<file path="src/rtl/core/qlm_pkg.sv">
// qlm_pkg: shared types, widths, register codes and the PAM level table
// of the QAM max-log LLR demapper. Depends on nothing.
`timescale 1ns / 1ps
package qlm_pkg;

  localparam int SAMPLE_W      = 16;  // Q3.12 sample width
  localparam int LLR_W         = 16;  // Q11.4 result width
  localparam int SCALE_W       = 16;  // Q8.8 scale width
  localparam int MOD_W         = 2;
  localparam int NB_W          = 3;   // bits per axis, 1..4
  localparam int LEVEL_W       = 14;  // signed Q1.12 level
  localparam int NUM_LLR       = 8;
  localparam int MAX_BITS_DEF  = 4;
  localparam int TAB_ROWS      = 4;
  localparam int TAB_COLS      = 16;
  localparam int TAB_COL_W     = 4;

  // |sample - level| fits 16 bits unsigned: 32768 + 4712 < 65536
  localparam int DIST_W        = SAMPLE_W + 1;
  localparam int MAG_W         = SAMPLE_W;
  // (m1 - m0) * (m1 + m0)
  localparam int PROD_W        = 2 * MAG_W + 1;
  localparam int ROUND_SHIFT   = 28;  // Q.32 down to Q.4

  localparam int CFG_IDX_W     = 1;
  localparam int CFG_DATA_W    = 16;
  localparam logic [CFG_IDX_W-1:0] CFG_IDX_MOD_ORDER = 1'd0;
  localparam logic [CFG_IDX_W-1:0] CFG_IDX_LLR_SCALE = 1'd1;
  localparam logic [MOD_W-1:0]     MOD_ORDER_RST     = 2'd0;
  localparam logic [SCALE_W-1:0]   LLR_SCALE_RST     = 16'd512;

  localparam logic signed [LLR_W-1:0] LLR_POS_MAX = 16'sh7fff;
  localparam logic signed [LLR_W-1:0] LLR_NEG_MAX = 16'sh8000;

  // Normalized PAM levels per bits-per-axis, indexed by bit pattern, b0 as MSB
  localparam logic signed [LEVEL_W-1:0] LEVEL_TAB [TAB_ROWS][TAB_COLS] = '{
    '{14'sd2896, -14'sd2896, 14'sd0, 14'sd0, 14'sd0, 14'sd0, 14'sd0, 14'sd0,
      14'sd0, 14'sd0, 14'sd0, 14'sd0, 14'sd0, 14'sd0, 14'sd0, 14'sd0},
    '{14'sd1295, 14'sd3886, -14'sd1295, -14'sd3886, 14'sd0, 14'sd0, 14'sd0, 14'sd0,
      14'sd0, 14'sd0, 14'sd0, 14'sd0, 14'sd0, 14'sd0, 14'sd0, 14'sd0},
    '{14'sd1896, 14'sd632, 14'sd3160, 14'sd4424,
      -14'sd1896, -14'sd632, -14'sd3160, -14'sd4424,
      14'sd0, 14'sd0, 14'sd0, 14'sd0, 14'sd0, 14'sd0, 14'sd0, 14'sd0},
    '{14'sd1571, 14'sd2199, 14'sd942, 14'sd314, 14'sd3456, 14'sd2827, 14'sd4084, 14'sd4712,
      -14'sd1571, -14'sd2199, -14'sd942, -14'sd314,
      -14'sd3456, -14'sd2827, -14'sd4084, -14'sd4712}
  };

  typedef struct packed {
    logic signed [SAMPLE_W-1:0] sample_i;
    logic signed [SAMPLE_W-1:0] sample_q;
  } in_beat_t;

  typedef struct packed {
    logic signed [LLR_W-1:0] llr_0;
    logic signed [LLR_W-1:0] llr_1;
    logic signed [LLR_W-1:0] llr_2;
    logic signed [LLR_W-1:0] llr_3;
    logic signed [LLR_W-1:0] llr_4;
    logic signed [LLR_W-1:0] llr_5;
    logic signed [LLR_W-1:0] llr_6;
    logic signed [LLR_W-1:0] llr_7;
  } out_beat_t;

  // per-stage load enables
  typedef struct packed {
    logic s1;
    logic s2;
    logic s3;
    logic s4;
    logic s5;
    logic s6;
  } pipe_en_t;

endpackage

</file>
<file path="src/rtl/core/qlm_min_stage.sv">
// qlm_min_stage: stage 2, nearest-level distance per bit among levels with bit 0 / bit 1.
// Depends on qlm_pkg.
`timescale 1ns / 1ps
module qlm_min_stage #(
  parameter int MAX_BITS = qlm_pkg::MAX_BITS_DEF
) (
  input  logic                        clk,
  input  qlm_pkg::pipe_en_t           en,
  input  logic [qlm_pkg::NB_W-1:0]    nb,
  input  logic [qlm_pkg::MAG_W-1:0]   mag [2**MAX_BITS],
  output logic [qlm_pkg::MAG_W-1:0]   m0_r [MAX_BITS],
  output logic [qlm_pkg::MAG_W-1:0]   m1_r [MAX_BITS]
);

  localparam int LV = 2**MAX_BITS;
  localparam int JX = MAX_BITS + 1;

  logic [qlm_pkg::MAG_W-1:0] m0_nxt [MAX_BITS];
  logic [qlm_pkg::MAG_W-1:0] m1_nxt [MAX_BITS];

  for (genvar k = 0; k < MAX_BITS; k++) begin : g_bit
    always_comb begin
      logic [qlm_pkg::MAG_W-1:0] t0 [LV];
      logic [qlm_pkg::MAG_W-1:0] t1 [LV];
      logic [qlm_pkg::NB_W-1:0]  pos;
      logic [JX-1:0]             jx;
      logic [JX-1:0]             sh;
      logic                      in_rng;
      pos = qlm_pkg::NB_W'(nb - 3'd1 - qlm_pkg::NB_W'(k));
      for (int j = 0; j < LV; j++) begin
        jx     = JX'(j);
        sh     = jx >> pos;
        in_rng = ((jx >> nb) == '0);
        t0[j]  = (in_rng && !sh[0]) ? mag[j] : '1;
        t1[j]  = (in_rng &&  sh[0]) ? mag[j] : '1;
      end
      // min tree, result lands in entry 0
      for (int s = 1; s < LV; s = s * 2) begin
        for (int i = 0; i + s < LV; i = i + 2 * s) begin
          if (t0[i + s] < t0[i]) t0[i] = t0[i + s];
          if (t1[i + s] < t1[i]) t1[i] = t1[i + s];
        end
      end
      m0_nxt[k] = t0[0];
      m1_nxt[k] = t1[0];
    end
  end

  always_ff @(posedge clk) begin
    if (en.s2) begin
      m0_r <= m0_nxt;
      m1_r <= m1_nxt;
    end
  end

endmodule

</file>
<file path="config.mk">
export PLATFORM = sky130hd
export DESIGN_NAME = qlm_min_stage
export DESIGN_NICKNAME = d
export VERILOG_FILES = /design/src/rtl/core/qlm_pkg.sv /design/src/rtl/core/qlm_min_stage.sv
export SDC_FILE = /design/constraint.sdc
export NUM_CORES = 2
export LEC_CHECK = 0
export BUFFER_PORTS_ARGS = -buffer_cell sky130_fd_sc_hd__buf_4
export CAP_MARGIN = 20
export CORE_AREA = 3 3 412 414
export CTS_CLUSTER_SIZE = 24
export DETAILED_ROUTE_END_ITERATION = 16
export DIE_AREA = 0 0 415 417
export PLACE_DENSITY = 0.75
export RECOVER_POWER = 25
export SYNTH_ARGS = -nofsm -noshare
export SYNTH_HDL_FRONTEND = slang
export SYNTH_SLANG_ARGS = --single-unit
</file>
<file path="constraint.sdc">
create_clock -name clk -period 13.29 [get_ports clk]
set_input_delay 0 -clock clk [delete_from_list [all_inputs] [get_ports clk]]
set_output_delay 0 -clock clk [all_outputs]
set_load 0.05 [all_outputs]
</file>
After elaboration in Yosys (flattened, before gate mapping)
Index checks and enable logic that the tools add are counted.
W data, S select, Z words.
- register bits: 128
- latch bits: 0
- memory bits (writable): 0
- ROM bits: 0
- output and inout port bits: 128
- memories: 0
- add/sub/neg operators: 4
- multiply operators: 0
- div/mod/pow operators: 0
- order comparisons: 120
- equality and inequality tests: 0
- shifts and indexed selects: 80
- mux-type cells: 248
- bitwise logic cells: 0
- reductions and logical operators: 208
- operator list (operator ; number):
    $mux W16 ; 248
    $lt A16 B16 Y1 ; 120
    $logic_and A1 B1 Y1 ; 128
    $shr A4 B3 Y1 const A ; 32
    $logic_not A5 Y1 ; 16
    $logic_not A1 Y1 ; 64
    $shr A3 B3 Y1 const A ; 16
    $shr A4 B3 Y5 const A ; 8
    $shr A1 B3 Y1 const A ; 8
    $shr A2 B3 Y1 const A ; 8
    $shr A3 B3 Y5 const A ; 4
    $shr A1 B3 Y5 const A ; 2
    $shr A2 B3 Y5 const A ; 2
    $sub A3 B1 Y3 const B ; 2
    $sub A3 B2 Y3 const B ; 2

Longest topological paths before layout
- word-level depth: 14
- mapped depth: 75

Worst setup path before layout
Ideal clock, no wire load.
- path kind: input -> register
- start point: in nb[0] (netlist bit)
- end point: reg m1_r[37] (netlist bit) (data pin)
- arrival: 13.467 ns
- data required time: 13.027 ns
- slack: -0.440 ns
- cell stages on the path: 66
- path buffers: 18
- cells stage by stage: buf_2 -> buf_2 -> clkbuf_1 -> buf_2 -> inv_1 -> ha_1 -> clkbuf_1 -> clkbuf_1 -> clkbuf_1 -> inv_1 -> ha_1 -> clkbuf_1 -> inv_1 -> clkbuf_1 -> clkbuf_1 -> ha_1 -> buf_2 -> clkbuf_1 -> (+30 left out) -> a21oi_1 -> o21ai_0 -> o41ai_2 -> clkbuf_1 -> mux2_2 -> inv_1 -> ha_1 -> a21o_1 -> a21o_1 -> a21oi_1 -> nor2b_1 -> o21ai_0 -> a21oi_1 -> or3_1 -> a21oi_1 -> a31oi_2 -> buf_4 -> mux2i_1
- RTL lines (what ; line ; text):
    start, declared ; qlm_min_stage.sv:9 ; input logic [qlm_pkg::NB_W-1:0] nb,
    end signal, assigned ; qlm_min_stage.sv:52 ; m1_r <= m1_nxt;
    end, declared ; qlm_min_stage.sv:12 ; output logic [qlm_pkg::MAG_W-1:0] m1_r [MAX_BITS]

==> summary.txt <==
CTS
  • Num CTS Buffers: 25
  • Htree depth: 4
  • Worst-path clk slew: 60 ps
  • # clock sinks: 128
  • Buffers from clock root to sink, at most: 3
  • TritonCTS clock tree: yes
  • CTS root buf: clkbuf_16

Worst setup path
  • Critical path required time: 13600 ps
  • WP data arrival: 13270 ps
  • Crit start category: input port
  • Critical Path Sink Type: flip-flop
  • Critical Path Slowest Stage Cell: o21ai_1
  • Most frequent CP cell: buf_4
  • Worst-path fanout max: 22
  • Slowest cell delay on critical path: 570 ps
  • WS Path Type: input port to flip-flop

Global route
  • Initial antenna violation count: 38
  • Gr ovfl total: 0
  • M1 GR Usage: 0.5336
  • M3 GR Usage: 0.1047
  • Met2 usage: 0.6397
  • Most Used Layer, Global Route: met2
  • Largest net degree at the start of global routing: 68
  • First-pass GRT wire length: 570600 um
  • Total track usage: 0.4471
  • Vias in the first global route: 84590

Logic synthesis
  • Unique cell type count in the Yosys netlist: 110
  • Post-synthesis net count: 13540
  • Register area share after synthesis: 0.04918
  • Yosys Warn Count: 0
  • Syn avg cell area: 6.753 sq um
  • Async SR Flop Fraction: 0
  • Synth Flop Type: edfxtp_1
  • Syn Inst Count: 11580
  • Dominant cell type by area after synthesis: ha_1
  • FF+latch count, synth: 128
  • Synth area leaders: ha_1 (27%), nor2_1 (10%), a21oi_1 (7.5%), mux2i_1 (7.3%), inv_1 (5.5%)
  • Synth cell count leaders: nor2_1 (2102), ha_1 (1703), a21oi_1 (1167)
  • Count leader, synth: nor2_1
  • Synth top area share: 0.2726
  • Post-Syn Area: 0.07816 sq mm
  • Post-synth EDFFs: 128

Timing
  • Setup TNS: 0 ps
  • Hold Vio Cnt, Final: 0
  • Number of failing setup endpoints in the final timing report: 0
  • Max-slew headroom: -1.539
  • Fmax: 77.19 MHz
  • Least-Margin Pin Slew: 3808 ps
  • Period minus WS final: 12960 ps
  • Hold WS: 452.9 ps
  • Final Cycle Share: 0.9749
  • Max-slew violations: 68

Place
  • Post-DP Area: 0.08370 sq mm
  • # port buffers: 388
  • DP HPWL: 321800 um
  • Final GP Congestion: 1.116
  • Placed Cells: 13790

Routing
  • Routed vias: 91290
  • Detail Route Antenna Nets: 0
  • Wire per inst: 29.51 um
  • Final WL: 408800 um
  • Vias per inst: 6.589
  • DRC Markers: 0
  • First DRT Iteration DRCs: 12590
  • First-pass iteration count of the detailed router: 7

Outcome
  • Outcome: finished with violations
  • Failing checks: max-capacitance violations, max-slew violations

Die
  • Die Height: 417 um
  • Initial core utilization: 0.4690
  • Die width: 415 um
  • Core Area: 0.1667 sq mm
  • I/O pin count: 394
  • Rows: 150
  • Die ar.: 0.1731 sq mm

Worst hold path
  • Worst Hold Class: input port to flip-flop
  • Hold EP: m1_r[47]$_DFFE_PP_
  • Hold_sp: mag[239]
  • Hold Path Cell Cnt: 7

Power
  • P_leak: 42.41 nW
  • Design Power: 19.45 mW
  • Worst vdd ir: 0.0002297 V
  • Power Density: 230.1 mW/mm^2

Finish
  • Final Instance Area: 0.08450 sq mm
  • Finished Layout Cells: 13860
  • Area delta synth->final: 8.106%
  • Nets: 13600
  • Fraction of layout cells with a size suffix above 1: 0.1115

Flow run
  • Max-cap violations: 1
-- worst max path at each step --
stage,from,endpoint,slack [ps],cells after the start
2_1_floorplan,nb[0],m1_r[10]$_DFFE_PP_,2,66
3_3_place_gp,nb[0],m1_r[19]$_DFFE_PP_,320,59
3_5_place_dp,nb[0],m1_r[18]$_DFFE_PP_,-20,59
4_1_cts,nb[0],m1_r[18]$_DFFE_PP_,480,59
5_1_grt,nb[0],m1_r[18]$_DFFE_PP_,-6,60
6_report,nb[0],m1_r[17]$_DFFE_PP_,330,61
-- state kept, by name (all words and copies together), names as in the netlist --
register / count
m1_r: 64
m0_r: 64
-- final cells by class --
type | instances | area [sq um]
Antenna cell | 19 | 47.55
Clock buffer | 26 | 629.4
Clock inverter | 5 | 25.02
Fill cell | 16690 | 82160
Inverter | 1152 | 4328
Multi-Input combinational cell | 9613 | 67600
Sequential cell | 128 | 3844
Tap cell | 2204 | 2758
Timing Repair Buffer | 708 | 5271
-- cells in the final DEF, fill, tap and decap left out, types with 43 or more instances in the layout --
master    instances
a211oi_1         94
or2_2           236
or3_1           127
mux2_2          214
nand4_1         260
inv_1          1149
nor2b_1         109
edfxtp_1        128
o21a_1          120
a31oi_1          54
o211ai_1         56
ha_1           1701
nor2_1         2099
nand2b_1        126
a21o_1          447
nand2_1         550
nor3_1          324
buf_4           666
nand3_1         131
o21ai_1          43
mux2i_1         570
a21oi_1        1161
o21ai_0         491
-- per-stage QoR --
stage          setup slack [ps]  utilization
2_1_floorplan             1.900            -
3_3_place_gp              318.0       0.5022
3_5_place_dp             -19.33       0.5022
4_1_cts                   476.6       0.5061
5_1_grt                  -5.539       0.5068
6_report                  334.2       0.5070
-- report_power, final --
part / internal [mW] / switching (mW)
clock network: 0.333 / 0.202
registers: 1.01 / 0.160
logic: 6.53 / 11.2
total: 7.87 / 11.6
-- what timing repair did --
action,4_1_cts,5_1_grt
setup endpoints to repair,0,37
setup buffers,0,5
resized for setup,0,12
hold buffers,0,0
-- layer usage --
metal,wire length [um],vias to the layer above,share of wire
met2,159500,5925,0.39
li1,-,41320,-
met3,48590,1628,0.12
met4,51060,14,0.12
met5,102,-,0.00025
met1,149600,42410,0.37
-- worst max-delay path, delay by kind of cell --
family          cells  cell delay, ps
compound gates     25            5260
mux                 2             670
simple gates       14            2130
fa+ha+maj           7            2450
buf+inv            13            2670
-- cell families (layout without fill, tap and decap cells) --
group / count (synthesis) / count (layout) / synth area share
AND/OR/NAND/NOR: 4142 / 4142 / 0.2423
flip-flops: 128 / 128 / 0.04918
buffers and inverters: 1834 / 1891 / 0.09000
adder cells (fa/ha/maj): 1708 / 1708 / 0.2733
multiplexers: 803 / 803 / 0.1066
AO/OA/AOI/OAI: 2960 / 2960 / 0.2387
other: 0 / 19 / 0
(Power assumes the default switching activity.)
