<file path="config.mk">
export PLATFORM = sky130hd
export DESIGN_NAME = qlm_llr_unit
export DESIGN_NICKNAME = d
export VERILOG_FILES = /design/src/rtl/core/qlm_pkg.sv /design/src/rtl/core/qlm_llr_unit.sv
export SDC_FILE = /design/constraint.sdc
export NUM_CORES = 2
export LEC_CHECK = 0
export BUFFER_PORTS_ARGS = -buffer_cell sky130_fd_sc_hd__buf_4
export CORE_MARGIN = 2
export CORE_UTILIZATION = 55
export CTS_CLUSTER_DIAMETER = 200
export DETAILED_ROUTE_END_ITERATION = 7
export GPL_TIMING_DRIVEN = 0
export PLACE_DENSITY = 0.71
export SYNTH_ARGS = -nofsm -noshare
export SYNTH_HDL_FRONTEND = slang
export SYNTH_SLANG_ARGS = --single-unit
export TNS_END_PERCENT = 50
</file>
<file path="constraint.sdc">
create_clock -name clk -period 14.69 [get_ports clk]
set_clock_uncertainty 0.1 [all_clocks]
set_input_delay 1.469 -clock clk [delete_from_list [all_inputs] [get_ports clk]]
set_output_delay 1.469 -clock clk [all_outputs]
set_load 0.005 [all_outputs]
</file>
<file path="src/rtl/core/qlm_pkg.sv">
// qlm_pkg: shared types, widths, register codes and the PAM level table
// of the QAM max-log LLR demapper. Depends on nothing.
`timescale 1ns / 1ps
package qlm_pkg;

  localparam int SAMPLE_W      = 16;  // Q3.12 sample width
  localparam int LLR_W         = 16;  // Q11.4 result width
  localparam int SCALE_W       = 16;  // Q8.8 scale width
  localparam int MOD_W         = 2;
  localparam int NB_W          = 3;   // bits per axis, 1..4
  localparam int LEVEL_W       = 14;  // signed Q1.12 level
  localparam int NUM_LLR       = 8;
  localparam int MAX_BITS_DEF  = 4;
  localparam int TAB_ROWS      = 4;
  localparam int TAB_COLS      = 16;
  localparam int TAB_COL_W     = 4;

  // |sample - level| fits 16 bits unsigned: 32768 + 4712 < 65536
  localparam int DIST_W        = SAMPLE_W + 1;
  localparam int MAG_W         = SAMPLE_W;
  // (m1 - m0) * (m1 + m0)
  localparam int PROD_W        = 2 * MAG_W + 1;
  localparam int ROUND_SHIFT   = 28;  // Q.32 down to Q.4

  localparam int CFG_IDX_W     = 1;
  localparam int CFG_DATA_W    = 16;
  localparam logic [CFG_IDX_W-1:0] CFG_IDX_MOD_ORDER = 1'd0;
  localparam logic [CFG_IDX_W-1:0] CFG_IDX_LLR_SCALE = 1'd1;
  localparam logic [MOD_W-1:0]     MOD_ORDER_RST     = 2'd0;
  localparam logic [SCALE_W-1:0]   LLR_SCALE_RST     = 16'd512;

  localparam logic signed [LLR_W-1:0] LLR_POS_MAX = 16'sh7fff;
  localparam logic signed [LLR_W-1:0] LLR_NEG_MAX = 16'sh8000;

  // Normalized PAM levels per bits-per-axis, indexed by bit pattern, b0 as MSB
  localparam logic signed [LEVEL_W-1:0] LEVEL_TAB [TAB_ROWS][TAB_COLS] = '{
    '{14'sd2896, -14'sd2896, 14'sd0, 14'sd0, 14'sd0, 14'sd0, 14'sd0, 14'sd0,
      14'sd0, 14'sd0, 14'sd0, 14'sd0, 14'sd0, 14'sd0, 14'sd0, 14'sd0},
    '{14'sd1295, 14'sd3886, -14'sd1295, -14'sd3886, 14'sd0, 14'sd0, 14'sd0, 14'sd0,
      14'sd0, 14'sd0, 14'sd0, 14'sd0, 14'sd0, 14'sd0, 14'sd0, 14'sd0},
    '{14'sd1896, 14'sd632, 14'sd3160, 14'sd4424,
      -14'sd1896, -14'sd632, -14'sd3160, -14'sd4424,
      14'sd0, 14'sd0, 14'sd0, 14'sd0, 14'sd0, 14'sd0, 14'sd0, 14'sd0},
    '{14'sd1571, 14'sd2199, 14'sd942, 14'sd314, 14'sd3456, 14'sd2827, 14'sd4084, 14'sd4712,
      -14'sd1571, -14'sd2199, -14'sd942, -14'sd314,
      -14'sd3456, -14'sd2827, -14'sd4084, -14'sd4712}
  };

  typedef struct packed {
    logic signed [SAMPLE_W-1:0] sample_i;
    logic signed [SAMPLE_W-1:0] sample_q;
  } in_beat_t;

  typedef struct packed {
    logic signed [LLR_W-1:0] llr_0;
    logic signed [LLR_W-1:0] llr_1;
    logic signed [LLR_W-1:0] llr_2;
    logic signed [LLR_W-1:0] llr_3;
    logic signed [LLR_W-1:0] llr_4;
    logic signed [LLR_W-1:0] llr_5;
    logic signed [LLR_W-1:0] llr_6;
    logic signed [LLR_W-1:0] llr_7;
  } out_beat_t;

  // per-stage load enables
  typedef struct packed {
    logic s1;
    logic s2;
    logic s3;
    logic s4;
    logic s5;
    logic s6;
  } pipe_en_t;

endpackage

</file>
<file path="src/rtl/core/qlm_llr_unit.sv">
// qlm_llr_unit: stages 3..6 for one LLR: distance difference, product, scaling,
// rounding to Q11.4 and saturation. Depends on qlm_pkg.
`timescale 1ns / 1ps
module qlm_llr_unit (
  input  logic                                clk,
  input  qlm_pkg::pipe_en_t                   en,
  input  logic                                used,
  input  logic [qlm_pkg::MAG_W-1:0]           m0,
  input  logic [qlm_pkg::MAG_W-1:0]           m1,
  input  logic [qlm_pkg::SCALE_W-1:0]         scale,
  output logic signed [qlm_pkg::LLR_W-1:0]    llr_r
);

  localparam int MW   = qlm_pkg::PROD_W;
  localparam int H    = (MW + 1) / 2;
  localparam int SUMW = MW + qlm_pkg::SCALE_W + 1;
  localparam int QW   = SUMW - qlm_pkg::ROUND_SHIFT;
  localparam logic [SUMW-1:0] RND = SUMW'(1) << (qlm_pkg::ROUND_SHIFT - 1);

  // stage 3
  logic [qlm_pkg::MAG_W-1:0]      ad_r;
  logic [qlm_pkg::MAG_W:0]        sm_r;
  logic                           neg3_r, used3_r;
  // stage 4
  logic [MW-1:0]                  prod_r;
  logic                           neg4_r, used4_r;
  // stage 5
  logic [H+qlm_pkg::SCALE_W-1:0]       lo_r;
  logic [MW-H+qlm_pkg::SCALE_W-1:0]    hi_r;
  logic                                neg5_r, used5_r;

  logic                           neg3_nxt;
  logic [SUMW-1:0]                sum;
  logic [QW-1:0]                  q;
  logic signed [qlm_pkg::LLR_W-1:0] llr_nxt;

  assign neg3_nxt = (m1 < m0);

  // |m1^2 - m0^2| = |m1 - m0| * (m1 + m0); sign of the LLR is neg
  always_ff @(posedge clk) begin
    if (en.s3) begin
      ad_r    <= neg3_nxt ? (m0 - m1) : (m1 - m0);
      sm_r    <= (qlm_pkg::MAG_W+1)'(m0) + (qlm_pkg::MAG_W+1)'(m1);
      neg3_r  <= neg3_nxt;
      used3_r <= used;
    end
    if (en.s4) begin
      prod_r  <= MW'(ad_r) * MW'(sm_r);
      neg4_r  <= neg3_r;
      used4_r <= used3_r;
    end
    // product with scale split in two partial products
    if (en.s5) begin
      lo_r    <= (H+qlm_pkg::SCALE_W)'(prod_r[H-1:0]) * (H+qlm_pkg::SCALE_W)'(scale);
      hi_r    <= (MW-H+qlm_pkg::SCALE_W)'(prod_r[MW-1:H])
                 * (MW-H+qlm_pkg::SCALE_W)'(scale);
      neg5_r  <= neg4_r;
      used5_r <= used4_r;
    end
    if (en.s6) begin
      llr_r   <= llr_nxt;
    end
  end

  // round half away from zero on the magnitude, then saturate
  always_comb begin
    sum = SUMW'(lo_r) + (SUMW'(hi_r) << H) + RND;
    q   = sum[SUMW-1:qlm_pkg::ROUND_SHIFT];
    if (!used5_r) begin
      llr_nxt = '0;
    end else if (neg5_r) begin
      if (q >= QW'(32768)) llr_nxt = qlm_pkg::LLR_NEG_MAX;
      else                 llr_nxt = $signed(16'd0 - q[qlm_pkg::LLR_W-1:0]);
    end else begin
      if (q >= QW'(32767)) llr_nxt = qlm_pkg::LLR_POS_MAX;
      else                 llr_nxt = $signed(q[qlm_pkg::LLR_W-1:0]);
    end
  end

endmodule

</file>
Word level (Yosys, flattened, before mapping)
Cells that the tools add are included.

Register bits: 153. Bits of input ports: 56. Output and inout bits: 16. Logic and storage cells: 28.

Add/sub/neg operators: 6. Multiply operators: 3. Order comparisons: 3. Multiplexer cells: 4.

Operators with widths (number): 2-to-1 mux 16 bit (4); adder 33 x 49 -> 50 bit (1); adder 50 x 28 -> 50 bit (second input constant) (1); multiplier 16 x 17 -> 33 bit (1); multiplier 17 x 16 -> 33 bit (1); multiplier 16 x 16 -> 32 bit (1); subtractor 16 bit (2); greater-or-equal comparator 22 x 15 -> 1 bit (second input constant) (1); greater-or-equal comparator 22 x 16 -> 1 bit (second input constant) (1); adder 16 x 16 -> 17 bit (1); < comparator 16 bit (1); subtractor 1 x 16 -> 16 bit (first input constant) (1).

Depth between registers and ports, before layout
Word-level depth: 5. Mapped depth: 25.

Worst setup path after synthesis
No wires, ideal clock.

Kind: input port to flip-flop. Start point: input port scale[1] in the netlist's numbering. End point: register lo_r[26] in the netlist's numbering, data pin. Setup time: 258 ps. Arrival time: 7407 ps. Data required time: 14332 ps. Path slack: 6925 ps. Cell stages on the path: 22. Cells stage by stage: clkbuf_1 > nand2_1 > fa_1 > fa_1 > inv_1 > fa_1 > fa_1 > fa_1 > inv_1 > fa_1 > inv_1 > ha_1 > a2111oi_0 > o21ai_1 > a2111oi_2 > nor3b_1 > a311oi_2 > o21bai_1 > a31o_2 > a21o_1 > a21oi_1 > xnor2_1.

Longest elaborated chain between the ends: 1.

RTL lines: start: declaration (RTL line qlm_llr_unit.sv:10) `input logic [qlm_pkg::SCALE_W-1:0] scale,`; multiplier 17 x 16 -> 33 bit (RTL line qlm_llr_unit.sv:54) `lo_r <= (H+qlm_pkg::SCALE_W)'(prod_r[H-1:0]) * (H+qlm_pkg::SCALE_W)'(scale);`; end signal: assignment (RTL line qlm_llr_unit.sv:54); end: declaration (RTL line qlm_llr_unit.sv:28) `logic [H+qlm_pkg::SCALE_W-1:0] lo_r;`.

Every way passes these cells. A chain may end at the register's enable or synchronous reset.

Worst setup path after layout
Start point: input port scale[6] in the netlist's numbering. End point: register lo_r[26] in the netlist's numbering, data pin.

Same word-level chain as after synthesis.

==> impl_metrics.yaml <==
finish:
  fin_util_pct: 59.1
  syn2layout_area_growth_pct: 6.20
  layout_common_cells: "740 x inv_1, 612 x fa_1, 487 x nand2_1, 390 x ha_1, 377 x and2_1"
  layout-drive-gt1-share_pct: 3.77
  instances_no_fill: 4495
  mostFrequentLayoutCell: "inv_1"
  nFillCells: 5307
  fin_nets: 4757
floorplanning:
  chipHeight_um: 251
  dieArea_um2: 63000
  start_util_pct: 55.6
  io_pins: 72
  core_area_um2: 60400
  row_count: 90
  die_w_um: 251
synth:
  yosys_register_bits: 135
  synthesis.nets: 4669
  synth_ff_type: "edfxtp_1"
  synth_edf_count: 135
  ys.warnings.count: 0
  syn_inst: 3611
  synth_cell_types: 81
  synth.avg_cell_area_um2: 9.30
  syn_area_um2: 33600
  synth_seq_area_share_pct: 12.1
  async_reset_ff_share_pct: 0
critical_path:
  end_kind: "flip-flop"
  startpoint_type: "input port"
  reg2reg_from: "prod_r[13]"
  path_buf_inv: 6
  crit_type: "in2reg"
  critPathRequiredTime_ns: 14.83
  path_cells: "buf_4, clkbuf_1, and2_1, fa_1, inv_1, fa_1, inv_1, fa_1, fa_1, fa_1, inv_1, fa_1, inv_1, ha_1, a2111oi_0, o21ai_1, a2111oi_2, nor3b_1, a311oi_2, o21bai_1, a31o_2, a21o_1, a21oi_1, xnor2_1"
  arrival_ns: 9.89
  timing.rr.end: "lo_r[26]"
  crit_slowest_cell: "a2111oi_0"
  r2r_slack_ns: 5.62
  cp_num_cells: 24
  crit_path_max_incr_delay_ns: 1.17
  crit_path_end: "lo_r[26]"
  crit_family: "compound AO/OA/AOI/OAI gates"
  path_max_fanout: 10
  cp-startpoint: "scale[6]"
  cpMostUsedCell: "fa_1"
  reg2regPathDepth: 22
drt:
  antenna_left: 0
  viasPerCell: 5.52
  post_drt_wl_per_cell_um: 18.9
  dr.first_iter.drc_count: 1761
  drt-total-wl_um: 85200
  num_vias: 24800
  first_pass_iters: 5
  remaining_drc_errors: 0
sta:
  fin_ws_ns: 4.94
  finalCritPeriodShare_pct: 66.4
  min_period_ns: 9.75
  rsz0062_at_grt: "no"
  worst_pin_slew_ns: 1.42
  fmax_mhz: 103
  final-max-slew-violation-count: 0
  slew_headroom_pct: 3.21
  hold_violations: 0
  fin_setup_tns_ns: 0
  setup_viol: 0
hold_path:
  min_from: "neg3_r"
  min_path_cells: 0
  holdCritPathClass: "reg2reg"
clock_tree:
  path_clk_slew_ns: 0.07
  tritoncts: "built"
  numCtsBuffers: 17
  cts_resized: 0
  cts_hold_buf: 0
  clockBufferDepth: 2
  cts_setup_buffers: 0
  clk_latency_ns: 0.50
  ctsRootBufferMaster: "clkbuf_16"
  clkSinkCount: 135
  h-tree-depth: 4
placement:
  dp_slack_ns: 4.50
  dpl.hpwl_um: 71500
  place_congestion: 0.993
  io_buffers: 69
  dp_cells: 4462
global_routing:
  overflow: 0
  antenna_found_initial: 0
  grt_pass1_wl_um: 138000
  grt_max_degree: 51
  grt_use_total_pct: 28.3
  grt_pass1_vias: 25900
flow_run:
  cap_violations: 1
status:
  status: "complete, but fails checks"
  violations: "max-capacitance violations"
[through the flow]
step	hold WS (ns)	cell area [um^2]
after floorplan	0.300	33600
after global placement	0.310	35100
after detailed placement	0.315	35100
after CTS	0.331	35700
after global routing	0.357	35700
final	0.327	35700
[state kept, by name (all words and copies together), names as in the netlist]
register,cells
used3_r,1
used5_r,1
sm_r,16
neg4_r,1
lo_r,16
neg3_r,1
neg5_r,1
prod_r,33
ad_r,16
used4_r,1
llr_r,16
hi_r,32
[kinds of logic (layout without fill, tap and decap cells)]
family                     Yosys count  in the layout  share of synthesized area [%]
and+or+nand+nor                   1100           1100                           16.2
AOI/OAI and AO/OA                  349            349                           7.00
other                                0              1                              0
buffers and inverters              888            989                           9.97
muxes                               23             23                          0.708
xor gates and xnor gates           114            114                           3.00
DFF                                135            135                           12.1
adders and majority gates         1002           1002                           51.0
[synth_stat cells, drive strengths merged, types with 4 or more instances]
library cell,number,area (um^2)
and3,11,68.8
a21o,34,255
or4,4,30.0
xnor2,86,761
nor3,22,110
o21bai,28,210
a211o,6,52.6
nor2,87,327
nand2b,11,68.8
xor2,28,245
o21ai,45,229
o21a,15,113
a21oi,114,593
clkbuf,140,526
nor4,9,62.6
a31oi,17,113
nor3b,4,35.0
buf,6,36.3
and4,6,52.6
mux2i,17,170
o211ai,12,90.1
nand2,488,1830
and2,378,2360
fa,612,12300
nor2b,17,106
mux2,6,67.6
a221oi,7,67.6
a2111oi,6,65.1
or3,9,61.3
nand4,23,150
o41ai,9,78.8
a211oi,14,110
ha,390,4880
inv,741,2780
or2,5,31.3
o31ai,11,87.6
nand3,22,115
edfxtp,135,4050
[final cells by class]
| type | count | area (um^2) | area share [%] |
|---|---|---|---|
| tap | 782 | 978 | 2.74 |
| sequential | 135 | 4050 | 11.4 |
| inverter | 742 | 2790 | 7.81 |
| buffer | 146 | 562 | 1.58 |
| clock buffer | 17 | 425 | 1.19 |
| timing repair buffer | 69 | 518 | 1.45 |
| clock inverter | 15 | 159 | 0.446 |
| multi-input combinational | 2588 | 26200 | 73.4 |
| antenna | 1 | 2.50 | 0.00702 |
[how the worst min path moves through the flow]
stage | to | slack [ns]
5_1_grt | neg4_r | 0.36
3_5_place_dp | neg4_r | 0.31
4_1_cts | neg4_r | 0.33
3_3_place_gp | neg4_r | 0.31
6_report | neg4_r | 0.33
2_1_floorplan | neg4_r | 0.30
[routing by layer]
layer,share of wire [%],up-vias,wire length (um),GRT usage (%)
li1,-,11400,-,-
met1,41,12300,34600,36.0
met2,48,945,40600,47.5
met3,6.7,228,5740,4.71
met4,5.0,0,4230,13.0
met5,0,-,0,0
Power is left out: the tool's default activity adds up to more than one toggle a clock period on the data nets, which glitch-free logic cannot reach.
