$ cat src/rtl/core/qlm_pkg.sv
// qlm_pkg: shared types, widths, register codes and the PAM level table
// of the QAM max-log LLR demapper. Depends on nothing.
`timescale 1ns / 1ps
package qlm_pkg;

  localparam int SAMPLE_W      = 16;  // Q3.12 sample width
  localparam int LLR_W         = 16;  // Q11.4 result width
  localparam int SCALE_W       = 16;  // Q8.8 scale width
  localparam int MOD_W         = 2;
  localparam int NB_W          = 3;   // bits per axis, 1..4
  localparam int LEVEL_W       = 14;  // signed Q1.12 level
  localparam int NUM_LLR       = 8;
  localparam int MAX_BITS_DEF  = 4;
  localparam int TAB_ROWS      = 4;
  localparam int TAB_COLS      = 16;
  localparam int TAB_COL_W     = 4;

  // |sample - level| fits 16 bits unsigned: 32768 + 4712 < 65536
  localparam int DIST_W        = SAMPLE_W + 1;
  localparam int MAG_W         = SAMPLE_W;
  // (m1 - m0) * (m1 + m0)
  localparam int PROD_W        = 2 * MAG_W + 1;
  localparam int ROUND_SHIFT   = 28;  // Q.32 down to Q.4

  localparam int CFG_IDX_W     = 1;
  localparam int CFG_DATA_W    = 16;
  localparam logic [CFG_IDX_W-1:0] CFG_IDX_MOD_ORDER = 1'd0;
  localparam logic [CFG_IDX_W-1:0] CFG_IDX_LLR_SCALE = 1'd1;
  localparam logic [MOD_W-1:0]     MOD_ORDER_RST     = 2'd0;
  localparam logic [SCALE_W-1:0]   LLR_SCALE_RST     = 16'd512;

  localparam logic signed [LLR_W-1:0] LLR_POS_MAX = 16'sh7fff;
  localparam logic signed [LLR_W-1:0] LLR_NEG_MAX = 16'sh8000;

  // Normalized PAM levels per bits-per-axis, indexed by bit pattern, b0 as MSB
  localparam logic signed [LEVEL_W-1:0] LEVEL_TAB [TAB_ROWS][TAB_COLS] = '{
    '{14'sd2896, -14'sd2896, 14'sd0, 14'sd0, 14'sd0, 14'sd0, 14'sd0, 14'sd0,
      14'sd0, 14'sd0, 14'sd0, 14'sd0, 14'sd0, 14'sd0, 14'sd0, 14'sd0},
    '{14'sd1295, 14'sd3886, -14'sd1295, -14'sd3886, 14'sd0, 14'sd0, 14'sd0, 14'sd0,
      14'sd0, 14'sd0, 14'sd0, 14'sd0, 14'sd0, 14'sd0, 14'sd0, 14'sd0},
    '{14'sd1896, 14'sd632, 14'sd3160, 14'sd4424,
      -14'sd1896, -14'sd632, -14'sd3160, -14'sd4424,
      14'sd0, 14'sd0, 14'sd0, 14'sd0, 14'sd0, 14'sd0, 14'sd0, 14'sd0},
    '{14'sd1571, 14'sd2199, 14'sd942, 14'sd314, 14'sd3456, 14'sd2827, 14'sd4084, 14'sd4712,
      -14'sd1571, -14'sd2199, -14'sd942, -14'sd314,
      -14'sd3456, -14'sd2827, -14'sd4084, -14'sd4712}
  };

  typedef struct packed {
    logic signed [SAMPLE_W-1:0] sample_i;
    logic signed [SAMPLE_W-1:0] sample_q;
  } in_beat_t;

  typedef struct packed {
    logic signed [LLR_W-1:0] llr_0;
    logic signed [LLR_W-1:0] llr_1;
    logic signed [LLR_W-1:0] llr_2;
    logic signed [LLR_W-1:0] llr_3;
    logic signed [LLR_W-1:0] llr_4;
    logic signed [LLR_W-1:0] llr_5;
    logic signed [LLR_W-1:0] llr_6;
    logic signed [LLR_W-1:0] llr_7;
  } out_beat_t;

  // per-stage load enables
  typedef struct packed {
    logic s1;
    logic s2;
    logic s3;
    logic s4;
    logic s5;
    logic s6;
  } pipe_en_t;

endpackage

$ cat src/rtl/core/qlm_dist_stage.sv
// qlm_dist_stage: stage 1, distance magnitude of one axis sample to every level.
// Depends on qlm_pkg.
`timescale 1ns / 1ps
module qlm_dist_stage #(
  parameter int MAX_BITS = qlm_pkg::MAX_BITS_DEF
) (
  input  logic                                  clk,
  input  qlm_pkg::pipe_en_t                     en,
  input  logic [qlm_pkg::NB_W-1:0]              nb,
  input  logic signed [qlm_pkg::SAMPLE_W-1:0]   sample,
  output logic [qlm_pkg::MAG_W-1:0]             mag_r [2**MAX_BITS]
);

  localparam int LV = 2**MAX_BITS;

  logic [1:0]                        row;
  logic [qlm_pkg::MAG_W-1:0]         mag_nxt [LV];

  assign row = 2'(nb - 3'd1);

  always_comb begin
    logic signed [qlm_pkg::LEVEL_W-1:0] lvl;
    logic signed [qlm_pkg::DIST_W-1:0]  d;
    for (int j = 0; j < LV; j++) begin
      lvl = qlm_pkg::LEVEL_TAB[row][qlm_pkg::TAB_COL_W'(j)];
      d   = qlm_pkg::DIST_W'(sample) - qlm_pkg::DIST_W'(lvl);
      mag_nxt[j] = d[qlm_pkg::DIST_W-1] ? qlm_pkg::MAG_W'(-d) : qlm_pkg::MAG_W'(d);
    end
  end

  always_ff @(posedge clk) begin
    if (en.s1) begin
      mag_r <= mag_nxt;
    end
  end

endmodule

$ cat config.mk
export PLATFORM = sky130hd
export DESIGN_NAME = qlm_dist_stage
export DESIGN_NICKNAME = d
export VERILOG_FILES = /design/src/rtl/core/qlm_pkg.sv /design/src/rtl/core/qlm_dist_stage.sv
export SDC_FILE = /design/constraint.sdc
export NUM_CORES = 1
export LEC_CHECK = 0
export ABC_AREA = 1
export BUFFER_PORTS_ARGS = -buffer_cell sky130_fd_sc_hd__buf_2
export CORE_MARGIN = 4
export CORE_UTILIZATION = 49
export CTS_CLUSTER_SIZE = 14
export DETAILED_ROUTE_END_ITERATION = 6
export GPL_TIMING_DRIVEN = 0
export PLACE_DENSITY = 0.82
export REMOVE_ABC_BUFFERS = 1
export SLEW_MARGIN = 15
export SYNTH_ARGS = -nofsm -noshare
export SYNTH_HDL_FRONTEND = slang
export SYNTH_SLANG_ARGS = --single-unit
export TNS_END_PERCENT = 10
$ cat constraint.sdc
create_clock -name clk -period 3.14 [get_ports clk]
set_input_delay 0.314 -clock clk [delete_from_list [all_inputs] [get_ports clk]]
set_output_delay 0.314 -clock clk [all_outputs]
set_load 0.05 [all_outputs]
After elaboration in Yosys (flattened, before gate mapping). Index checks and enable logic that the tools add are counted.

Bits in latches: 0. Memories: 0. Register bits after elaboration: 128. Bits in writable memories: 0. ROM bits: 0. Input port bits: 26. Output and inout bits: 256.

Magnitude comparators: 1. Add/sub/neg operators: 17. Bitwise gates (word level): 1. Multipliers: 0. Reductions and logical operators: 0. Equal/unequal tests: 0. Div/mod/pow operators: 0. Shift operators: 0. Mux-type cells: 11.

Operator list (number): 224-bit binary-select mux with 2-bit select (1); 224-bit two-way mux (2); 16-bit by 14-bit subtractor with 17-bit output (8); 16-bit two-way mux (8); 16-bit negation (8); 3-bit greater-or-equal comparator, second input constant (1); 2-bit inverter with 3-bit output (1); 2-bit by 1-bit subtractor with 2-bit output, second input constant (1).

Logic depth before layout (Yosys ltp). Gate-level depths: netlist (run 1).

Word-level depth: 8. Gate-level depth with buffers: 25. Gate-level depth less buffers: 24.

Worst setup path after synthesis (run 1). OpenSTA, ideal clock, no wires.

Path kind: input -> register. Start: in nb[0] (netlist name). End: reg mag_r[143] (netlist name) (data pin). Arrival time: 2.874 ns. Library setup time: 0.249 ns. Path buffers: 1. Setup slack: 0.017 ns. Data required time: 2.891 ns. Cell stages on the path: 19. Path through: inv_1 ha_1 buf_6 inv_2 ha_1 inv_1 fa_1 nor3_1 nand2_1 nor2_1 nand2_1 nor2_1 nand2_1 nor2_1 nand3_1 nand2_1 nand2_1 nand2_1 inv_1.

RTL lines: from (decl) (line qlm_dist_stage.sv:9) `input logic [qlm_pkg::NB_W-1:0] nb,`; to (signal assigned) (line qlm_dist_stage.sv:33) `mag_r <= mag_nxt;`; to (decl) (line qlm_dist_stage.sv:11) `output logic [qlm_pkg::MAG_W-1:0] mag_r [2**MAX_BITS]`.

==> results of run 1 <==
## worst max-delay path, delay by kind of cell
kind	cells	cell delay, ps
buffers and inverters	4	800
AND/OR/NAND/NOR	8	570
AO/OA/AOI/OAI	2	460
adder cells (fa/ha/maj)	2	790
XOR/XNOR	1	290
## how the worst max path moves through the flow
stage / to / slack, ps / cells past startpoint / start
2_1_floorplan: mag_r[143] / -100 / 18 / nb[0]
3_3_place_gp: mag_r[205] / -1310 / 21 / nb[0]
3_5_place_dp: mag_r[205] / -1400 / 21 / nb[0]
4_1_cts: mag_r[155] / 40 / 17 / nb[0]
5_1_grt: mag_r[191] / -40 / 17 / nb[0]
6_report: mag_r[191] / 70 / 17 / nb[0]
## where the power goes
group	total [W]	internal, W	switching, W
clock network	0.00200	0.00123	0.000772
registers	0.00240	0.00231	0.0000860
logic	0.00448	0.00106	0.00341
## through the flow
stage	hold WS, ps	setup WS [ps]	TNS (ps)	power, W
after global routing	124.3	-43.82	-128.1	0.009367
after CTS	87.63	39.89	0	0.008791
after detailed placement	528.1	-1395	-118230	0.006729
after floorplan	412.9	-96.08	-163.1	0.005782
final	132.8	72.36	0	0.008883
after global placement	526.5	-1307	-109530	0.006660
## final cells by class
cell class              count  area (um2)
inverters                 263        1008
well taps                 335       419.2
flip-flops and latches    124        3724
clock buffers              18       429.2
fillers                  2500       11470
repair inverters            1       5.005
multi-input cells        1524        8178
clock inverters            13       151.4
repair buffers            174       967.2
## logic make-up after synthesis
kind of cell,Yosys count,share of synthesized area
AO/OA/AOI/OAI,154,0.06370
adder cells (fa/ha/maj),74,0.07379
XOR/XNOR,125,0.08370
buffers and inverters,421,0.1616
AND/OR/NAND/NOR,1043,0.3360
other,1,0.0002828
flip-flops,124,0.2808
## metal layers
metal  track usage  share of wire  vias to the layer above
met4       0.08544          0.029                        0
met1        0.3290           0.42                     5857
li1              -              -                     6307
met3       0.04984          0.095                       79
met2        0.4218           0.46                      643
met5             0              0                        -
## placed cells by master (no fill, tap or decap), types with 9 or more instances in the layout
cell	synthesis	final
nand2_2	16	15
xor2_1	91	84
nand3b_1	16	16
nor3_1	23	20
nand4_1	44	44
clkbuf_16	0	17
nor2_2	7	10
edfxtp_1	124	124
inv_1	257	250
buf_4	135	27
xnor2_1	32	31
nand3_1	157	154
o21ai_0	58	52
o21ai_1	5	11
ha_1	67	53
conb_1	1	128
nand2_1	574	569
buf_2	9	145
xor2_2	2	9
a21oi_1	66	62
nor2_1	191	186
nand2_4	3	9
## timing repair
| action | in CTS | in global routing |
|---|---|---|
| endpoints found under the setup margin | 120 | 89 |
| pin swaps | 1 | 7 |
| buffers inserted | 13 | 13 |
| hold buffers | 0 | 0 |
| hold endpoints to repair | 0 | 0 |
| gates cloned | 0 | 1 |
| resized for setup | 23 | 55 |
==> flow_summary.ini, run 1 <==
[routing]
drc = 0
drt.antenna.violating_nets = 0
num_vias = 12886
routed_wl_um = 39340
first_pass_iters = 6
viasPerCell = 5.255
wire_per_inst_um = 16.04
drtIter0Drc = 1274

[logic_synthesis]
ys.flop_type = edfxtp_1
synth.area.top_cells = edfxtp_1 (28%), nand2_1 (16%), buf_4 (7.6%)
ys_seq_elements = 124
synth_commonest_cells = nand2_1 (574), inv_1 (257), nor2_1 (191)
synthArstFlopShare = 0
synth_top_area_frac = 0.2808
synth_largest_area_cell = edfxtp_1
syn_avg_cell_area_um2 = 6.827
synth_edf_count = 124
synth_cells = 1942
yosys_warnings = 0
syn_area_mm2 = 0.01326
ys_types = 42
yosysMostFrequentCell = nand2_1
ys_seq_area_frac = 0.2808

[worst_hold_path]
hold_path_class = input port to flop
min_to = mag_r[128]
min_from = sample[0]
holdPathStages = 1

[critical_path]
path_cells = buf_4, clkinvlp_4, ha_4, clkinvlp_4, ha_2, inv_1, o21ai_0, nand2_1, o211ai_1, nand2_1, nand2_1, xor2_1, nor2_1, nand3_1, nand2_1, nand2_1, nand2_1
crit_fanout = 13
max_stage_delay_ps = 600
end_kind = flop
critical-path-slowest-cell = ha_2
crit_type = input port to flop
startpoint_type = input port
crit_arrival_ps = 3250
crit_required_ps = 3320
cpMostUsedCell = nand2_1

[floorplanning]
die_w_um = 172.5
fp.dieH_um = 172.5
initial_utilization = 0.5031
core_mm2 = 0.02635
die-area_mm2 = 0.02975
io_pins = 282
row_count = 59

[pwr]
leakage_nw = 7.593
peakVddDrop_mv = 0.3509
p_per_area_mw_per_mm2 = 596.9

[clocking]
cts_root_buf = clkbuf_16
cts_buffer_depth = 2
numCtsBuffers = 17
htreeDepth = 4
clkTransAtPathRegs_ps = 60
cts_tree = yes
cts_sinks = 124

[sta]
fmax_mhz = 326.0
slew_violations = 0
hold_viol = 0
worst_slew_pin_slew_ps = 566.4
rsz0062_at_grt = true
period_share = 0.9770
slew_headroom = 0.6224
period_minus_slack_ps = 3068
setup_viol = 0

[final_layout]
area_delta_synth_final_pct = 12.24
largest_register = mag_r
final_cells = 2452
fin_nets = 2205
largest_register_ffs = 124
post-route-util = 0.5647
num_antenna_cells = 0
fin_area_mm2 = 0.01488
layout-drive-gt1-share = 0.1422
top_regs = mag_r x124

[placed_design]
dp_hpwl_um = 30470
place_area_mm2 = 0.01377
gp_congestion = 0.9973
numPortBuffers = 147
place_inst = 2394

[global_routing]
grt_max_degree = 70
antenna_found_initial = 0
grt_util_all_layers = 0.2529
grt_pass1_wl_um = 59550
grt-ovfl-total = 0
grt_pass1_vias = 11799

[run_status]
status = finished, final reports clean

[job]
maxCapViolations = 0
(Power assumes the default switching activity.)
==> inputs of run 2 (changes only) <==
--- a/config.mk
+++ b/config.mk
@@ -8,11 +8,11 @@
 export ABC_AREA = 1
 export BUFFER_PORTS_ARGS = -buffer_cell sky130_fd_sc_hd__buf_2
 export CORE_MARGIN = 4
-export CORE_UTILIZATION = 49
+export CORE_UTILIZATION = 43
 export CTS_CLUSTER_SIZE = 14
 export DETAILED_ROUTE_END_ITERATION = 6
 export GPL_TIMING_DRIVEN = 0
-export PLACE_DENSITY = 0.82
+export PLACE_DENSITY = 0.74
 export REMOVE_ABC_BUFFERS = 1
 export SLEW_MARGIN = 15
 export SYNTH_ARGS = -nofsm -noshare
==> run 2 against run 1 <==
Die area increased by 13%. Critical path depth rose by 2. Sequential power barely moved. Utilization is 7.7 points lower. Worst setup slack better by 27 ps. Fmax up 0.89%. Critical path type unchanged. Highest routed layer unchanged.
==> flow_summary.ini, run 2 (synthesized netlist as in run 1, its figures left out) <==
[final_layout]
post-route-util = 0.4877
num_antenna_cells = 0
top_regs = mag_r x124
final_cell_mix = nand2_1 (568), inv_1 (250), nor2_1 (187)
fin_area_mm2 = 0.01488
final.fill_count = 3051
largest_register = mag_r
final_cells = 2510
final_common_cell = nand2_1
largest_register_ffs = 124
area_delta_synth_final_pct = 12.23
layout-drive-gt1-share = 0.1391
fin_nets = 2203

[critical_path]
startpoint_type = input port
critical-path-slowest-cell = fa_1
crit_required_ps = 3340
crit_type = input port to flop
cp_num_buf_inv = 5
max_stage_delay_ps = 570
path_cells = buf_6, clkinvlp_4, ha_4, inv_2, ha_4, inv_1, fa_1, nor3_4, nand2_1, nor2_1, nand2_1, nor2_1, nand2_1, nor2_2, nand3_1, nand2_1, nand2_1, nand2_1, inv_1
crit_fanout = 10
end_kind = flop
critPathTopFamily = simple AND/OR/NAND/NOR gates
crit_arrival_ps = 3240
cpMostUsedCell = nand2_1

[floorplanning]
io_pins = 282
core_mm2 = 0.03051
die-area_mm2 = 0.03371
fp.dieH_um = 183.6
die_w_um = 183.6
initial_utilization = 0.4346
row_count = 64

[sta]
worst_slew_pin_slew_ps = 550.6
setup_viol = 0
period_share = 0.9683
slew_headroom = 0.6326
setup_ws_ps = 99.50
slew_violations = 0
hold_viol = 0
fmax_mhz = 328.9
period_minus_slack_ps = 3040

[global_routing]
grt_util_all_layers = 0.2304
grt_pass1_wl_um = 61270
grt_max_degree = 73
grt_pass1_vias = 11684
grt-ovfl-total = 0
antenna_found_initial = 0

[placed_design]
place_ws_ps = -1524
numPortBuffers = 147
dp_hpwl_um = 32000
gp_congestion = 0.9718
place_area_mm2 = 0.01384
place_inst = 2455

[run_status]
status = finished, final reports clean

[routing]
first_pass_iters = 6
drt.antenna.violating_nets = 0
viasPerCell = 5.075
drtIter0Drc = 1069
wire_per_inst_um = 16.22
routed_wl_um = 40700
num_vias = 12739
drc = 0

[job]
maxCapViolations = 0

[pwr]
power.total_w = 0.008715
p_per_area_mw_per_mm2 = 585.7
peakVddDrop_mv = 0.3443
leakage_nw = 7.559

[clocking]
clkTransAtPathRegs_ps = 60
cts_root_buf = clkbuf_16
htreeDepth = 4
numCtsBuffers = 17
hold_buffers = 0
cts_tree = yes
cts_buffer_depth = 2
cts_sinks = 124

[worst_hold_path]
hold_path_class = input port to flop
==> run 2: metal layers <==
layer,vias to the layer above,wire [um],GRT usage
li1,6289,-,-
met1,5856,17650,0.2991
met2,524,18330,0.3733
met3,70,3383,0.05026
met4,0,1340,0.09505
met5,-,0,0
==> run 2: worst paths after layout <==
kind,from,to,cells after the start
worst min-delay path,sample[0],mag_r[128],1
worst max-delay path,nb[0],mag_r[143],19
==> run 2: repair_timing <==
item,CTS,global route
resized for setup,22,45
setup endpoints to repair,120,91
setup buffers,11,13
pin swaps,1,6
gates cloned,0,1
==> run 2: layout make-up <==
class | instances | area, um2 | share of cell area
clock buffers | 18 | 429.2 | 0.02884
clock inverters | 12 | 101.3 | 0.006811
inverters | 263 | 1015 | 0.06819
flip-flops and latches | 124 | 3724 | 0.2502
repair buffers | 172 | 980.9 | 0.06592
well taps | 396 | 495.5 | 0.03330
repair inverters | 1 | 5.005 | 0.0003363
multi-input cells | 1524 | 8130 | 0.5464
==> run 2: stage by stage <==
step | hold slack [ps] | TNS (ps)
after floorplan | 412.9 | -163.1
after global placement | 530.2 | -111650
after detailed placement | 532.4 | -114920
after CTS | 81.87 | -22.11
after global routing | 88.41 | -30.94
final | 103.0 | 0
==> run 2: report_power, final <==
part	internal (W)	switching [W]
clock	0.00107	0.000756
sequential	0.00231	0.0000818
combinational	0.00107	0.00343
==> inputs of run 3 (changes only) <==
==> constraint.sdc (replaced) <==
create_clock -name clk -period 3.14 [get_ports clk]
set_input_delay 0.157 -clock clk [delete_from_list [all_inputs] [get_ports clk]]
set_output_delay 0.157 -clock clk [all_outputs]
set_load 0.05 [all_outputs]
==> run 3 against run 2 <==
Clock-buffer cell count stayed put. Combinational power decreased by 0.9%. Die area stayed put. Non-clock buffer count shrank 5. Sequential share of layout area is 0.21 points higher. Fmax decreased by 1.4%. Flip-flop and latch count is the same. Critical path depth is the same. Sequential power hardly changed. Critical path type unchanged.
==> flow_summary.ini, run 3 (synthesized netlist as in run 1, its figures left out) <==
[routing]
first_pass_iters = 6
drtIter0Drc = 1020
num_vias = 12776
viasPerCell = 5.102
routed_wl_um = 40520
wire_per_inst_um = 16.18
drc = 0
drt.antenna.violating_nets = 0

[floorplanning]
die_w_um = 183.6
initial_utilization = 0.4346
die-area_mm2 = 0.03371
io_pins = 282
row_count = 64
core_mm2 = 0.03051
fp.dieH_um = 183.6

[worst_hold_path]
holdPathStages = 1
min_from = en[5]
min_to = mag_r[239]
hold_path_class = input port to flop

[critical_path]
max_stage_delay_ps = 580
crit_required_ps = 3340
end_kind = flop
startpoint_type = input port
critical-path-slowest-cell = fa_1
critPathTopFamily = simple AND/OR/NAND/NOR gates
cpMostUsedCell = nand2_1
path_cells = buf_4, clkinvlp_4, ha_4, inv_2, ha_4, inv_1, fa_1, nor3_4, nand2_1, nor2_1, nand2_1, nor2_1, nand2_1, nor2_1, nand3_1, nand2_1, nand2_1, nand2_1, inv_1
crit_fanout = 10
crit_arrival_ps = 3280
cp_num_buf_inv = 5
crit_type = input port to flop

[placed_design]
dp_hpwl_um = 32000
numPortBuffers = 147
gp_congestion = 0.9718
place_inst = 2455

[pwr]
p_per_area_mw_per_mm2 = 587.8
leakage_nw = 7.536
peakVddDrop_mv = 0.3442
p_sw_frac = 0.4896
power.share.sequential = 0.276
power.share.clock = 0.211
combPwrFrac = 0.513
p_sw_w = 0.004246
intPower_w = 0.004427

[sta]
fmax_mhz = 324.4
hold_viol = 0
worst_slew_pin_slew_ps = 587.5
setup_tns_ps = 0
hold-worst-slack_ps = 177.4
slew_violations = 0
period_share = 0.9816
setup_viol = 0
slew_headroom = 0.6042
period_minus_slack_ps = 3082

[final_layout]
top_regs = mag_r x124
final_common_cell = nand2_1
area_delta_synth_final_pct = 11.29
final_cell_mix = nand2_1 (571), inv_1 (253), nor2_1 (190)
layout-drive-gt1-share = 0.1286
num_antenna_cells = 0
largest_register_ffs = 124
largest_register = mag_r
fin_nets = 2197
final_cells = 2504

[clocking]
clkTransAtPathRegs_ps = 60
numCtsBuffers = 17
cts_root_buf = clkbuf_16
cts_tree = yes
cts_buffer_depth = 2
cts_sinks = 124
htreeDepth = 4

[run_status]
status = finished, final reports clean

[global_routing]
grt_pass1_vias = 11675
antenna_found_initial = 0
grt_max_degree = 73
grt_pass1_wl_um = 61040
grt_util_all_layers = 0.2296
grt-ovfl-total = 0

[job]
maxCapViolations = 0
run 3: cell count changes in the layout (fill, tap and decap cells not counted), moves of 3 or more:
cell,delta
nor2_1,+3
nor2_2,-3
inv_1,+3
nand2_1,+3
nand2_2,-3
buf_4,-4
run 3: cell type report:
| class | count | area (um2) |
|---|---|---|
| Clock inverter | 12 | 101.3 |
| Fill cell | 3063 | 15750 |
| Tap cell | 396 | 495.5 |
| Clock buffer | 18 | 429.2 |
| Timing Repair Buffer | 167 | 929.6 |
| Inverter | 263 | 1005 |
| Multi-Input combinational cell | 1524 | 8071 |
| Sequential cell | 124 | 3724 |
run 3: worst max-delay path by stage:
stage          start         end  cells past startpoint
2_1_floorplan  nb[0]  mag_r[143]                     18
6_report       nb[0]  mag_r[143]                     19
5_1_grt        nb[1]  mag_r[143]                     21
3_3_place_gp   nb[0]  mag_r[207]                     22
4_1_cts        nb[0]  mag_r[147]                     16
3_5_place_dp   nb[0]  mag_r[207]                     22
run 3: timing repair:
action / CTS / global route
pin swaps: 1 / 1
endpoints found under the setup margin: 108 / 102
buffers inserted: 7 / 11
endpoints found under the hold margin: 1 / 0
hold buffers: 1 / 0
gates resized for setup: 15 / 32
run 3: per-layer routing:
| metal | GRT usage | wire (um) | vias to the layer above |
|---|---|---|---|
| li1 | - | - | 6284 |
| met1 | 0.2977 | 17460 | 5873 |
| met2 | 0.3695 | 18170 | 545 |
| met3 | 0.05323 | 3476 | 74 |
| met4 | 0.09565 | 1416 | 0 |
| met5 | 0 | 0 | - |
run 3: through the flow:
step	setup slack, ps	area (um2)	utilization	total power (W)
floorplan	60.92	12580	-	0.005782
finish	57.80	14760	0.4836	0.008674
global placement	-1334	13810	0.4527	0.006711
CTS	-129.6	14510	0.4756	0.008648
detailed placement	-1367	13840	0.4538	0.006758
global route	-56.86	14760	0.4836	0.009170
run 3: power by group through the flow:
stage	registers [W]	logic, W	clock network (W)
6_report	0.00240	0.00445	0.00183
5_1_grt	0.00243	0.00480	0.00194
4_1_cts	0.00240	0.00438	0.00187
3_5_place_dp	0.00243	0.00433	0
3_3_place_gp	0.00243	0.00428	0
2_1_floorplan	0.00368	0.00210	0
